<file path="config.mk">
export PLATFORM = sky130hd
export DESIGN_NAME = nearest_palette_color
export DESIGN_NICKNAME = d
export VERILOG_FILES = /design/src/rtl/npc_pkg.sv /design/src/rtl/npc_ram.sv /design/src/rtl/npc_dist.sv /design/src/rtl/nearest_palette_color.sv
export VERILOG_INCLUDE_DIRS = /design/src /design/src/rtl
export SDC_FILE = /design/constraint.sdc
export NUM_CORES = 1
export LEC_CHECK = 0
export BUFFER_PORTS_ARGS = -buffer_cell sky130_fd_sc_hd__buf_2
export CORE_ASPECT_RATIO = 1.75
export CORE_MARGIN = 5
export CORE_UTILIZATION = 30
export CTS_CLUSTER_DIAMETER = 100
export DETAILED_ROUTE_END_ITERATION = 12
export GPL_TIMING_DRIVEN = 0
export PLACE_DENSITY_LB_ADDON = 0.2
export REMOVE_ABC_BUFFERS = 1
export SYNTH_ARGS = -nofsm -noshare
export SYNTH_HDL_FRONTEND = slang
export SYNTH_HIERARCHICAL = 1
export SYNTH_SLANG_ARGS = --single-unit
</file>
<file path="constraint.sdc">
create_clock -name aclk -period 9.4 [get_ports aclk]
set_input_delay 2.35 -clock aclk [delete_from_list [all_inputs] [get_ports aclk]]
set_output_delay 2.35 -clock aclk [all_outputs]
set_load 0.02 [all_outputs]
</file>
<file path="src/rtl/nearest_palette_color_assert.svh">
// Assertion macros shared by the palette search RTL.
`ifndef NEAREST_PALETTE_COLOR_ASSERT_SVH
`define NEAREST_PALETTE_COLOR_ASSERT_SVH

`ifndef SYNTHESIS
// Checked after reset is released.
`define NPC_ASSERT(lbl, clk, rstn, prop, msg) \
    lbl: assert property (@(posedge clk) disable iff (!rstn) prop) else $error(msg);
// Checked at every edge, reset included.
`define NPC_ASSERT_ALWAYS(lbl, clk, prop, msg) \
    lbl: assert property (@(posedge clk) prop) else $error(msg);
`else
`define NPC_ASSERT(lbl, clk, rstn, prop, msg)
`define NPC_ASSERT_ALWAYS(lbl, clk, prop, msg)
`endif

`endif

</file>
<file path="src/rtl/npc_pkg.sv">
// Shared types and codes for the nearest palette color search.
`timescale 1ns / 1ps
`default_nettype none

package npc_pkg;

    localparam int CH_W   = 8;
    localparam int SQ_W   = 2 * CH_W;
    localparam int DIST_W = SQ_W + 2;   // sum of three squares of 8-bit values
    localparam int CFG_W  = 5;

    localparam logic ACT_WRITE = 1'b0;
    localparam logic ACT_QUERY = 1'b1;

    typedef struct packed {
        logic [CH_W-1:0] red;
        logic [CH_W-1:0] green;
        logic [CH_W-1:0] blue;
        logic [CH_W-1:0] tag;
    } npc_entry_t;

    typedef struct packed {
        logic [CH_W-1:0] red;
        logic [CH_W-1:0] green;
        logic [CH_W-1:0] blue;
    } npc_color_t;

    typedef struct packed {
        logic              valid;
        logic [DIST_W-1:0] score;
        npc_entry_t        entry;
    } npc_cand_t;

endpackage

`default_nettype wire

</file>
<file path="src/rtl/npc_ram.sv">
// Generic single-write, single-read RAM with registered read data.
`timescale 1ns / 1ps
`default_nettype none

module npc_ram #(
    parameter int WIDTH = 32,
    parameter int DEPTH = 16
) (
    input  wire logic                                    aclk,
    input  wire logic                                    we,
    input  wire logic [$clog2(DEPTH > 1 ? DEPTH : 2)-1:0] waddr,
    input  wire logic [WIDTH-1:0]                        wdata,
    input  wire logic [$clog2(DEPTH > 1 ? DEPTH : 2)-1:0] raddr,
    output logic      [WIDTH-1:0]                        rdata
);

    logic [WIDTH-1:0] mem [DEPTH];

    always_ff @(posedge aclk) begin
        if (we) begin
            mem[waddr] <= wdata;
        end
        rdata <= mem[raddr];
    end

endmodule

`default_nettype wire

</file>
<file path="src/rtl/npc_dist.sv">
// Two-stage squared Euclidean distance unit, shared by every slot of a scan.
`timescale 1ns / 1ps
`default_nettype none

module npc_dist #(
    parameter int SLOT_W = 4
) (
    input  wire logic                aclk,
    input  wire logic                aresetn,
    input  wire logic                in_valid,
    input  wire npc_pkg::npc_entry_t in_entry,
    input  wire logic [SLOT_W-1:0]   in_slot,
    input  wire npc_pkg::npc_color_t query,
    output npc_pkg::npc_cand_t       cand,
    output logic      [SLOT_W-1:0]   cand_slot,
    output logic                     busy
);

    import npc_pkg::*;

    logic              st1_valid_reg;
    logic [SQ_W-1:0]   sq_r_reg, sq_g_reg, sq_b_reg;
    npc_entry_t        st1_entry_reg;
    logic [SLOT_W-1:0] st1_slot_reg;

    logic              st2_valid_reg;
    logic [DIST_W-1:0] st2_dist_reg;
    npc_entry_t        st2_entry_reg;
    logic [SLOT_W-1:0] st2_slot_reg;

    function automatic logic [SQ_W-1:0] sq_diff(input logic [CH_W-1:0] a,
                                                input logic [CH_W-1:0] b);
        logic [CH_W-1:0] d;
        d = (a > b) ? (a - b) : (b - a);
        return SQ_W'(d) * SQ_W'(d);
    endfunction

    always_ff @(posedge aclk) begin
        if (!aresetn) begin
            st1_valid_reg <= 1'b0;
            st2_valid_reg <= 1'b0;
        end else begin
            st1_valid_reg <= in_valid;
            st2_valid_reg <= st1_valid_reg;
        end
        // stage 1: per-channel squares
        sq_r_reg      <= sq_diff(in_entry.red,   query.red);
        sq_g_reg      <= sq_diff(in_entry.green, query.green);
        sq_b_reg      <= sq_diff(in_entry.blue,  query.blue);
        st1_entry_reg <= in_entry;
        st1_slot_reg  <= in_slot;
        // stage 2: sum
        st2_dist_reg  <= DIST_W'(sq_r_reg) + DIST_W'(sq_g_reg) + DIST_W'(sq_b_reg);
        st2_entry_reg <= st1_entry_reg;
        st2_slot_reg  <= st1_slot_reg;
    end

    assign cand.valid = st2_valid_reg;
    assign cand.score = st2_dist_reg;
    assign cand.entry = st2_entry_reg;
    assign cand_slot  = st2_slot_reg;
    assign busy       = st1_valid_reg | st2_valid_reg;

endmodule

`default_nettype wire

</file>
<file path="src/rtl/nearest_palette_color.sv">
// Top level: palette store and nearest color search sequencer.
//
//  channel | direction | handshake          | word
//  --------+-----------+--------------------+-------------------------------------
//  s_      | in        | s_valid / s_ready  | action, slot, red, green, blue, tag
//  m_      | out       | m_valid / m_ready  | match color, tag, slot, no_match
//  cfg_    | in        | cfg_valid/cfg_ready| entries_in_use (always ready)
//
// A write word is taken while idle. A query with N slots in use (clipped to
// PALETTE_DEPTH) spends one scan step per slot (one RAM read per slot), then
// drains (RAM data into the unit and its two stages, until all are empty) and
// ends in the finish state, which loads the result; s_ready returns once the
// sequencer is back in idle. With N = 0 the query goes straight to the finish
// state.
// Reset (aresetn low, synchronous) clears the sequencer, the register and
// the output valid; the palette RAM holds no reset value.
// A waiting result does not block new input words; only the next query
// stalls in its finish state, with s_ready low, until that result is taken.
`timescale 1ns / 1ps
`default_nettype none
`include "nearest_palette_color_assert.svh"

module nearest_palette_color #(
    parameter int PALETTE_DEPTH = 16
) (
    input  wire logic       aclk,
    input  wire logic       aresetn,

    input  wire logic       cfg_valid,
    output logic            cfg_ready,
    input  wire logic [4:0] cfg_entries_in_use,

    input  wire logic       s_valid,
    output logic            s_ready,
    input  wire logic       s_action,
    input  wire logic [3:0] s_slot,
    input  wire logic [7:0] s_red,
    input  wire logic [7:0] s_green,
    input  wire logic [7:0] s_blue,
    input  wire logic [7:0] s_tag,

    output logic            m_valid,
    input  wire logic       m_ready,
    output logic      [7:0] m_match_red,
    output logic      [7:0] m_match_green,
    output logic      [7:0] m_match_blue,
    output logic      [7:0] m_match_tag,
    output logic      [3:0] m_match_slot,
    output logic            m_no_match
);

    import npc_pkg::*;

    localparam int AW  = $clog2(PALETTE_DEPTH > 1 ? PALETTE_DEPTH : 2);
    // largest slot count the 5-bit register can ask for on this palette
    localparam int SAT = (PALETTE_DEPTH < 31) ? PALETTE_DEPTH : 31;

    localparam logic [1:0] ST_IDLE   = 2'd0;
    localparam logic [1:0] ST_SCAN   = 2'd1;
    localparam logic [1:0] ST_DRAIN  = 2'd2;
    localparam logic [1:0] ST_FINISH = 2'd3;

    logic [1:0]       state_reg, state_next;
    logic [CFG_W-1:0] cfg_reg;
    logic [CFG_W-1:0] count_reg;
    logic [CFG_W-1:0] idx_reg;
    logic [CFG_W-1:0] count_sat;
    npc_color_t       query_reg;

    logic             in_acc, is_query, is_write;
    logic             rd_valid_reg;
    logic [AW-1:0]    rd_slot_reg;
    npc_entry_t       wr_entry, rd_entry;

    npc_cand_t        cand;
    logic [AW-1:0]    cand_slot;
    logic             dist_busy;

    logic             found_reg;
    logic [DIST_W-1:0] best_dist_reg;
    npc_entry_t       best_entry_reg;
    logic [AW-1:0]    best_slot_reg;

    logic             out_load;

    assign cfg_ready = 1'b1;
    assign s_ready   = (state_reg == ST_IDLE);
    assign in_acc    = s_valid && s_ready;
    assign is_query  = in_acc && (s_action == ACT_QUERY);
    assign is_write  = in_acc && (s_action == ACT_WRITE) && (int'(s_slot) < PALETTE_DEPTH);
    assign count_sat = (cfg_reg > CFG_W'(SAT)) ? CFG_W'(SAT) : cfg_reg;
    assign out_load  = (state_reg == ST_FINISH) && (!m_valid || m_ready);

    assign wr_entry.red   = s_red;
    assign wr_entry.green = s_green;
    assign wr_entry.blue  = s_blue;
    assign wr_entry.tag   = s_tag;

    npc_ram #(
        .WIDTH ($bits(npc_entry_t)),
        .DEPTH (PALETTE_DEPTH)
    ) u_ram (
        .aclk  (aclk),
        .we    (is_write),
        .waddr (AW'(s_slot)),
        .wdata (wr_entry),
        .raddr (AW'(idx_reg)),
        .rdata (rd_entry)
    );

    npc_dist #(
        .SLOT_W (AW)
    ) u_dist (
        .aclk      (aclk),
        .aresetn   (aresetn),
        .in_valid  (rd_valid_reg),
        .in_entry  (rd_entry),
        .in_slot   (rd_slot_reg),
        .query     (query_reg),
        .cand      (cand),
        .cand_slot (cand_slot),
        .busy      (dist_busy)
    );

    always_comb begin
        state_next = state_reg;
        unique case (state_reg)
            ST_IDLE: begin
                if (is_query) begin
                    state_next = (count_sat == '0) ? ST_FINISH : ST_SCAN;
                end
            end
            ST_SCAN: begin
                if (idx_reg == count_reg - 1'b1) begin
                    state_next = ST_DRAIN;
                end
            end
            ST_DRAIN: begin
                // last candidate has been compared once all stages are empty
                if (!rd_valid_reg && !dist_busy && !cand.valid) begin
                    state_next = ST_FINISH;
                end
            end
            ST_FINISH: begin
                if (out_load) begin
                    state_next = ST_IDLE;
                end
            end
            default: state_next = ST_IDLE;
        endcase
    end

    always_ff @(posedge aclk) begin
        if (!aresetn) begin
            state_reg    <= ST_IDLE;
            cfg_reg      <= '0;
            rd_valid_reg <= 1'b0;
            found_reg    <= 1'b0;
            m_valid      <= 1'b0;
        end else begin
            state_reg    <= state_next;
            rd_valid_reg <= (state_reg == ST_SCAN);
            if (cfg_valid && cfg_ready) begin
                cfg_reg <= cfg_entries_in_use;
            end
            // strict less-than keeps the lowest slot on a tie
            if (is_query) begin
                found_reg <= 1'b0;
            end else if (cand.valid && (!found_reg || cand.score < best_dist_reg)) begin
                found_reg <= 1'b1;
            end
            if (out_load) begin
                m_valid <= 1'b1;
            end else if (m_ready) begin
                m_valid <= 1'b0;
            end
        end
    end

    // payload and datapath registers
    always_ff @(posedge aclk) begin
        if (is_query) begin
            count_reg       <= count_sat;
            idx_reg         <= '0;
            query_reg.red   <= s_red;
            query_reg.green <= s_green;
            query_reg.blue  <= s_blue;
        end else if (state_reg == ST_SCAN) begin
            idx_reg <= idx_reg + 1'b1;
        end
        rd_slot_reg <= AW'(idx_reg);
        if (cand.valid && (!found_reg || cand.score < best_dist_reg)) begin
            best_dist_reg  <= cand.score;
            best_entry_reg <= cand.entry;
            best_slot_reg  <= cand_slot;
        end
        if (out_load) begin
            if (found_reg) begin
                m_match_red   <= best_entry_reg.red;
                m_match_green <= best_entry_reg.green;
                m_match_blue  <= best_entry_reg.blue;
                m_match_tag   <= best_entry_reg.tag;
                m_match_slot  <= 4'(best_slot_reg);
                m_no_match    <= 1'b0;
            end else begin
                m_match_red   <= '0;
                m_match_green <= '0;
                m_match_blue  <= '0;
                m_match_tag   <= '0;
                m_match_slot  <= '0;
                m_no_match    <= 1'b1;
            end
        end
    end

    `NPC_ASSERT(a_idle_empty, aclk, aresetn, s_ready |-> (!rd_valid_reg && !dist_busy && !cand.valid), "pipeline busy while idle")
    `NPC_ASSERT(a_scan_bound, aclk, aresetn, (state_reg == ST_SCAN) |-> (idx_reg < count_reg), "scan index beyond slot count")
    `NPC_ASSERT(a_rose_finish, aclk, aresetn, $rose(m_valid) |-> $past(state_reg == ST_FINISH), "result raised outside finish")
    `NPC_ASSERT(a_nomatch_zero, aclk, aresetn, (m_valid && m_no_match) |-> (m_match_slot == 4'd0 && m_match_tag == 8'd0), "no_match result with nonzero fields")
    `NPC_ASSERT_ALWAYS(a_reset_clear, aclk, !aresetn |=> (!m_valid && state_reg == ST_IDLE), "reset did not clear control")

endmodule

`default_nettype wire
</file>
==> reports/results.ini, run 1 <==
[worst_setup_path]
cp-startpoint = u_ram/rdata[24]
worstPathRequired_ns = 9.95
reg2reg_from = u_ram/rdata[24]
startpoint_type = register
r2r_slack_ns = 2.41
worstSetupPathType = register to register
path_max_fanout = 11
worst_setup_path_end_kind = register
worstPathArrival_ns = 7.54

[synthesis]
synth_area_leaders = edfxtp_1 53%, dfxtp_1 10%, mux4_2 8.0%, ha_1 6.5%, fa_1 4.5%
seq_area_frac_synth_pct = 63.0
syn_area_um2 = 36100
ys_warn_count = 6
synth_top_area_share_pct = 52.5
synth_top_area_cell = edfxtp_1
synth_top_flop_cell = edfxtp_1
synth_edf_count = 632
synth_area_per_cell_um2 = 15.4
yosys_register_bits = 820
netlist_instances = 2345
synth_commonest_cells = 632 x edfxtp_1, 232 x inv_1, 188 x dfxtp_1, 188 x ha_1, 128 x mux4_2
yosysUniqueCellTypes = 94
async_flop_share_pct = 0
yosysMostFrequentCell = edfxtp_1

[die]
die_h_um = 469
io_pins = 87
dieArea_um2 = 128000
start_util_pct = 30.1
dieWidth_um = 272
num_rows = 168
core_um2 = 120000

[clock_tree]
clkTransAtPathRegs_ns = 0.07
cts_tree = built
clk_latency_ns = 0.66
ctsHoldBuffers = 0
cts_sinks = 820
cts_max_path_buffers = 3
clockRootBuffer = clkbuf_16
cts_setup_buffers = 0
htreeDepth = 3
cts_inserted_buffers = 78
post_cts_resized = 0

[global_route]
antenna_found_initial = 17
grt_pass1_wl_um = 129000
grt_pass1_vias = 20959
overflow = 0
gr-usage-all-layers_pct = 13.3
grt_max_degree = 47

[hold_path]
worst_hold_path_type = register to register
hold_start = u_dist/st1_entry_reg[7]

[placed_design]
io_buffers = 85
placed_area_um2 = 39200
dp_hpwl_um = 57500
gp_congestion = 0.807
dp.cells = 3938

[sta]
worstMarginPinSlew_ns = 1.18
post-route-period-util_pct = 74.3
hold_viol = 0
clock_skew_ns = 0.0250
fmax_mhz = 143
slew_headroom_pct = 18.7
setup_viol = 0
rsz0062_at_grt = no
period_needed_ns = 6.99
report.final.slew_viol_count = 0

[drt]
drc = 0
via_per_inst = 4.76
drtPass1Iterations = 4
num_vias = 19475
wirelength_um = 84900
postRouteAntennaNets = 0
routedWlPerCell_um = 20.8
first_iter_violations = 1122

[cells_and_area]
finalInstanceArea_um2 = 42000
layout.nets = 2805
drive_gt1_share_pct = 18.4
largest-register = u_ram/mem
syn_to_final_growth_pct = 16.3
fin_cells = 4090
largest_reg_flops = 512

[outcome]
status = finished clean

[job]
maxCapViolations = 0

[final cells by class]
type                            instances  area, um2
Sequential cell                       820      22800
Antenna cell                            8       20.0
Clock buffer                          107       2280
Clock inverter                         37        480
Multi-Input combinational cell       1213      12300
Tap cell                             1530       1910
Fill cell                           11405      77800
Timing Repair Buffer                  138       1420
Inverter                              237        890
[kinds of logic after synthesis]
family,count (synthesis),synth area share (%)
and+or+nand+nor,389,5.39
AOI/OAI and AO/OA,306,5.96
DFF,820,63.0
buffers and inverters,313,3.51
adders and majority gates,270,11.1
other,2,0.0208
xor gates and xnor gates,96,2.51
muxes,149,8.59
[worst paths after layout]
check / cells past startpoint / end
max: 24 / u_dist/sq_r_reg[15]
min: 0 / u_dist/cand[7]
max reg2reg: 24 / u_dist/sq_r_reg[15]
min reg2reg: 0 / u_dist/cand[7]
[routing by layer]
metal	vias up	wire, um	global-route usage [%]
met5	-	91	0
met4	12	2240	4.30
met3	130	3280	2.35
met2	359	45200	24.6
met1	10064	34100	15.6
li1	8910	-	-
[cell usage in the layout, fill, tap and decap left out, types with 65 or more instances in the layout]
cell type	count
a22oi_1	65
fa_1	82
ha_1	188
a21oi_1	76
dfxtp_1	185
clkbuf_16	82
buf_2	85
edfxtp_1	632
inv_1	232
mux4_2	128
nor2_1	114
nand2_1	75
[worst max-delay path, cell delays in order (launching register included)]
cell,delay [ns]
dfxtp_1,0.32
inv_1,0.06
ha_1,0.16
inv_1,0.05
fa_1,0.45
a211oi_4,0.26
nor3_2,0.09
o21ai_4,0.31
mux2i_1,1.00
nor2_1,0.28
fa_1,0.55
xnor2_1,0.21
xnor2_1,0.12
fa_1,0.55
inv_1,0.06
fa_1,0.52
inv_1,0.04
ha_1,0.34
a21o_1,0.20
a21oi_1,0.13
o21ai_1,0.14
a31o_2,0.30
a31o_2,0.28
nor4b_1,0.16
nor4_2,0.31
[per-stage QoR]
step                      setup slack [ns]  utilization [%]  hold WS, ns  TNS [ns]
after global placement              -0.782             31.8        0.310    -52.14
after CTS                             2.39             35.1        0.321         0
final                                 2.41             35.1        0.322         0
after floorplan                       2.97                -        0.310         0
after detailed placement              2.40             32.7        0.312         0
after global routing                  2.06             35.1        0.333         0
Power of run 1 is left out: the tool's default activity adds up to more than one toggle a clock period on the data nets, which glitch-free logic cannot reach.
==> inputs of run 2 (changes only) <==
==> constraint.sdc (replaced) <==
create_clock -name aclk -period 6.8 [get_ports aclk]
set_input_delay 1.7 -clock aclk [delete_from_list [all_inputs] [get_ports aclk]]
set_output_delay 1.7 -clock aclk [all_outputs]
set_load 0.02 [all_outputs]
==> run 2 against run 1 <==
Against the previous run: count of clock-buffer cells in the layout is the same; final cell count grew 0.44%; hold slack is essentially flat; global-route usage is essentially flat; die area is the same.
==> reports/results.ini, run 2 (synthesis results as in run 1) <==
[cells_and_area]
drive_gt1_share_pct = 19.9
final_common_cell = edfxtp_1
largest-register = u_ram/mem
layout.nets = 2824
finalInstanceArea_um2 = 42300
largest_reg_flops = 512
multiInputGateArea_um2 = 12400
final_cell_mix = 632 x edfxtp_1, 232 x inv_1, 186 x ha_1
ff_latch_area_um2 = 22800
fillers = 11376
syn_to_final_growth_pct = 17.2
post-route-util_pct = 35.3

[clock_tree]
clockRootBuffer = clkbuf_16
cts_sinks = 820
cts_max_path_buffers = 3
clk_latency_ns = 0.66
htreeDepth = 3
clkTransAtPathRegs_ns = 0.07
ctsHoldBuffers = 0
cts_inserted_buffers = 78
cts_tree = built

[outcome]
status = finished clean

[placed_design]
dp_hpwl_um = 57500
placed_area_um2 = 39200
gp_congestion = 0.807
io_buffers = 85

[sta]
slew_headroom_pct = 33.9
fmax_mhz = 155
setup_viol = 0
period_needed_ns = 6.47
hold_viol = 0
hold_ws_ns = 0.322
setup_tns_ns = 0
post-route-period-util_pct = 95.2
report.final.slew_viol_count = 0
worstMarginPinSlew_ns = 0.986
clock_skew_ns = 0.0240

[global_route]
gr-usage-all-layers_pct = 13.3
grt_max_degree = 47
antenna_found_initial = 17
grt_pass1_vias = 20973
overflow = 0
grt_pass1_wl_um = 129000

[worst_setup_path]
rr_endpoint = u_dist/sq_r_reg[15]
worst_setup_path_end_kind = register
worstSetupPathType = register to register
path_max_fanout = 6
cp_common_cell = inv_1
reg2reg_from = u_ram/rdata[24]
worstSetupEndpoint = u_dist/sq_r_reg[15]
cp-startpoint = u_ram/rdata[24]
startpoint_type = register
cp_slowest_cell = fa_1
r2r_slack_ns = 0.33
worstPathArrival_ns = 7.02
cp_slowest_stage_delay_ns = 0.55
worstPathRequired_ns = 7.35
rr_worst_depth = 27

[die]
io_pins = 87
die_h_um = 469
core_um2 = 120000
num_rows = 168
dieWidth_um = 272
start_util_pct = 30.1
dieArea_um2 = 128000

[job]
maxCapViolations = 0

[drt]
routedWlPerCell_um = 20.7
via_per_inst = 4.75
drc = 0
postRouteAntennaNets = 0
drtPass1Iterations = 4
num_vias = 19523
wirelength_um = 85200
first_iter_violations = 1179

[hold_path]
hold_start = u_dist/st1_entry_reg[7]
worst_hold_path_type = register to register

run 2: changes by cell type in the layout (fill, tap and decap cells not counted), sizes merged:
cell | previous run | this run
buf | 138 | 157
diode | 8 | 7
run 2: how the worst min path moves through the flow:
stage	slack, ns	cells past startpoint	endpoint
2_1_floorplan	0.31	0	u_dist/cand[0]
3_3_place_gp	0.31	0	u_dist/cand_slot[1]
3_5_place_dp	0.31	0	u_dist/cand[0]
4_1_cts	0.32	0	u_dist/cand[30]
5_1_grt	0.33	0	u_dist/cand[0]
6_report	0.32	0	u_dist/cand[7]
run 2: what timing repair did:
action,CTS,global route
setup endpoints to repair,6,9
pin swaps,0,9
buffers inserted,0,19
resized for setup,7,25
endpoints found under the hold margin,0,0
run 2: layout make-up:
type                    count  area share [%]
inverters                 237            2.10
repair buffers            157            3.71
well taps                1530            4.52
clock buffers             107            5.38
clock inverters            37            1.13
flip-flops and latches    820            53.7
multi-input cells        1213            29.4
diodes                      7          0.0414
run 2: per-stage QoR:
stage               cells  worst slack (ns)
floorplan            2270             0.369
global placement     3885             -2.78
detailed placement   3938            -0.204
CTS                  4082            0.0155
global route         4102          -0.00615
finish               4108             0.329
run 2: layer usage:
| layer | track usage, % | up-vias | wire length [um] |
|---|---|---|---|
| met4 | 4.31 | 12 | 2240 |
| met5 | 0 | - | 86 |
| met2 | 24.7 | 335 | 45500 |
| met1 | 15.6 | 10101 | 34100 |
| met3 | 2.35 | 130 | 3260 |
| li1 | - | 8945 | - |
run 2: worst max-delay path, delay by kind of cell (launching register included):
| kind | cells | cell delay (ns) |
|---|---|---|
| compound gates | 7 | 1.55 |
| xor+xnor | 3 | 0.55 |
| fa+ha+maj | 6 | 2.47 |
| buf+inv | 6 | 0.59 |
| flops | 1 | 0.32 |
| mux | 1 | 0.25 |
| simple gates | 4 | 0.65 |
Power of run 2 is left out for the same reason.
==> inputs of run 3 (changes only) <==
--- a/config.mk
+++ b/config.mk
@@ -6,6 +6,7 @@
 export SDC_FILE = /design/constraint.sdc
 export NUM_CORES = 1
 export LEC_CHECK = 0
+export ABC_AREA = 1
 export BUFFER_PORTS_ARGS = -buffer_cell sky130_fd_sc_hd__buf_2
 export CORE_ASPECT_RATIO = 1.75
 export CORE_MARGIN = 5
@@ -13,8 +14,10 @@
 export CTS_CLUSTER_DIAMETER = 100
 export DETAILED_ROUTE_END_ITERATION = 12
 export GPL_TIMING_DRIVEN = 0
+export MAX_ROUTING_LAYER = met4
 export PLACE_DENSITY_LB_ADDON = 0.2
 export REMOVE_ABC_BUFFERS = 1
+export SKIP_CTS_REPAIR_TIMING = 1
 export SYNTH_ARGS = -nofsm -noshare
 export SYNTH_HDL_FRONTEND = slang
 export SYNTH_HIERARCHICAL = 1
==> run 3 against run 2 <==
Against the previous run: final area rose by 6.2%; core utilization decreased by 1.1 points; hold slack got worse by 0.0057 ns; register-to-register slack improved by 0.44 ns; synthesized area increased by 9.4%; first-iteration DRC count is 9.0% higher; synthesized cell count is 69% higher; die area grew 9.1%; global-route usage is 0.75 points higher.
==> reports/results.ini, run 3 <==
[synthesis]
synth_top_family_by_area = simple AND/OR/NAND/NOR gates
synth_edf_count = 632
async_flop_share_pct = 0
synth-simple-area-share_pct = 18.0
netlist_instances = 3952
synthMuxAreaShare_pct = 0
synth_xor_area_share_pct = 2.06
yosysMostFrequentCell = nand2_1
ys_warn_count = 6
synth_fa_ha_area_share_pct = 10.1
yosysUniqueCellTypes = 54
synth_top_flop_cell = edfxtp_1
synth_compound_area_share_pct = 2.85
synth_area_leaders = edfxtp_1 48%, nand2_1 9.7%, dfxtp_1 9.5%, inv_1 7.1%, ha_1 6.0%
synth_commonest_cells = 1,018 x nand2_1, 746 x inv_1, 632 x edfxtp_1, 432 x nand3_1
seq_area_frac_synth_pct = 57.6
syn_area_um2 = 39500
yosys_register_bits = 820
synth_area_per_cell_um2 = 10.0
synth_top_area_share_pct = 48.0
synth_top_area_cell = edfxtp_1

[sta]
worstMarginPinSlew_ns = 0.848
post-route-period-util_pct = 88.6
rsz0062_at_grt = no
setup_viol = 0
period_needed_ns = 6.03
hold_ws_ns = 0.317
slew_headroom_pct = 43.5
hold_viol = 0
fmax_mhz = 166
setup_ws_ns = 0.773
report.final.slew_viol_count = 0
clock_skew_ns = 0.0260

[die]
dieArea_um2 = 139000
die_h_um = 490
core_um2 = 131000
num_rows = 176
io_pins = 87
dieWidth_um = 284
start_util_pct = 30.1

[global_route]
grt_pass1_vias = 25351
grt_use_met1_pct = 15.8
grt_pass1_wl_um = 147000
use_met3_pct = 1.97
grt_max_degree = 133
overflow = 0
gr-usage-all-layers_pct = 14.1
antenna_found_initial = 14
grt_busiest_layer = met2
grtUsageMet2_pct = 25.4

[clock_tree]
htreeDepth = 3
clk_latency_ns = 0.67
clkTransAtPathRegs_ns = 0.06
cts_tree = built
cts_sinks = 820
cts_max_path_buffers = 3
clockRootBuffer = clkbuf_16
cts_inserted_buffers = 81

[drt]
drtPass1Iterations = 5
first_iter_violations = 1285
routedWlPerCell_um = 16.7
via_per_inst = 4.40
postRouteAntennaNets = 0
num_vias = 25499
wirelength_um = 96800
drc = 0

[worst_setup_path]
cp_common_cell = nand2_1
startpoint_type = register
cp_slowest_stage_delay_ns = 0.54
cp_top_family = adder cells
worstPathArrival_ns = 6.61
path_buf_inv = 4
worstPathRequired_ns = 7.39
worst_setup_path_end_kind = register
worstSetupPathType = register to register
path_max_fanout = 9
cp_slowest_cell = fa_1

[placed_design]
dp_hpwl_um = 61800
io_buffers = 85
post-place-ws_ns = 0.754
gp_congestion = 0.816

[cells_and_area]
largest_reg_flops = 512
final_common_cell = nand2_1
post-route-util_pct = 34.3
fillers = 13148
layout.nets = 4349
syn_to_final_growth_pct = 13.8
largest-register = u_ram/mem
final_cell_mix = 1,018 x nand2_1, 744 x inv_1, 632 x edfxtp_1
drive_gt1_share_pct = 8.59

[job]
maxCapViolations = 0

[outcome]
status = finished clean

[hold_path]
worst_hold_path_type = register to register

run 3: final timing paths:
check	from	cells past startpoint	to	slack, ns
worst max-delay path	u_ram/rdata[13]	26	u_dist/sq_b_reg[12]	0.77
worst min-delay path	rd_slot_reg[3]	0	u_dist/st1_slot_reg[3]	0.32
worst max register to register	u_ram/rdata[13]	26	u_dist/sq_b_reg[12]	0.77
worst min register to register	rd_slot_reg[3]	0	u_dist/st1_slot_reg[3]	0.32
run 3: routing by layer:
metal	up-vias	wire length (um)
li1	12756	-
met1	12165	39200
met2	420	50600
met3	158	3790
met4	0	3230
met5	-	0
run 3: logic make-up (layout without fill, tap and decap cells):
logic type      Yosys count  count (layout)
other cells               2              14
xor+xnor                 92              92
compound gates          198             198
simple gates           1675            1675
buf+inv                 895            1039
flops                   820             820
fa+ha+maj               270             270
run 3: worst reg2reg max path: cells and delay by family, from the launching register on:
family	cells	cell delay, ns
xor gates and xnor gates	2	0.37
DFF	1	0.47
buffers and inverters	4	0.36
adders and majority gates	5	2.37
AOI/OAI and AO/OA	5	1.16
and+or+nand+nor	10	1.19
run 3: through the flow:
stage | cell area [um2] | cells | setup TNS, ns
finish | 45000 | 5799 | 0
global route | 45000 | 5799 | 0
CTS | 44900 | 5788 | 0
detailed placement | 42300 | 5640 | 0
global placement | 41200 | 5602 | -518.62
floorplan | 38700 | 3826 | -35.05
run 3: cell type report:
cell class,count,area [um2],area share [%]
repair buffers,123,1350,3.01
well taps,1691,2120,4.71
multi-input cells,2238,13200,29.3
flip-flops and latches,820,22800,50.6
clock buffers,119,2320,5.15
clock inverters,29,298,0.662
inverters,768,2910,6.47
diodes,11,27.5,0.0612
Power of run 3 is left out for the same reason.
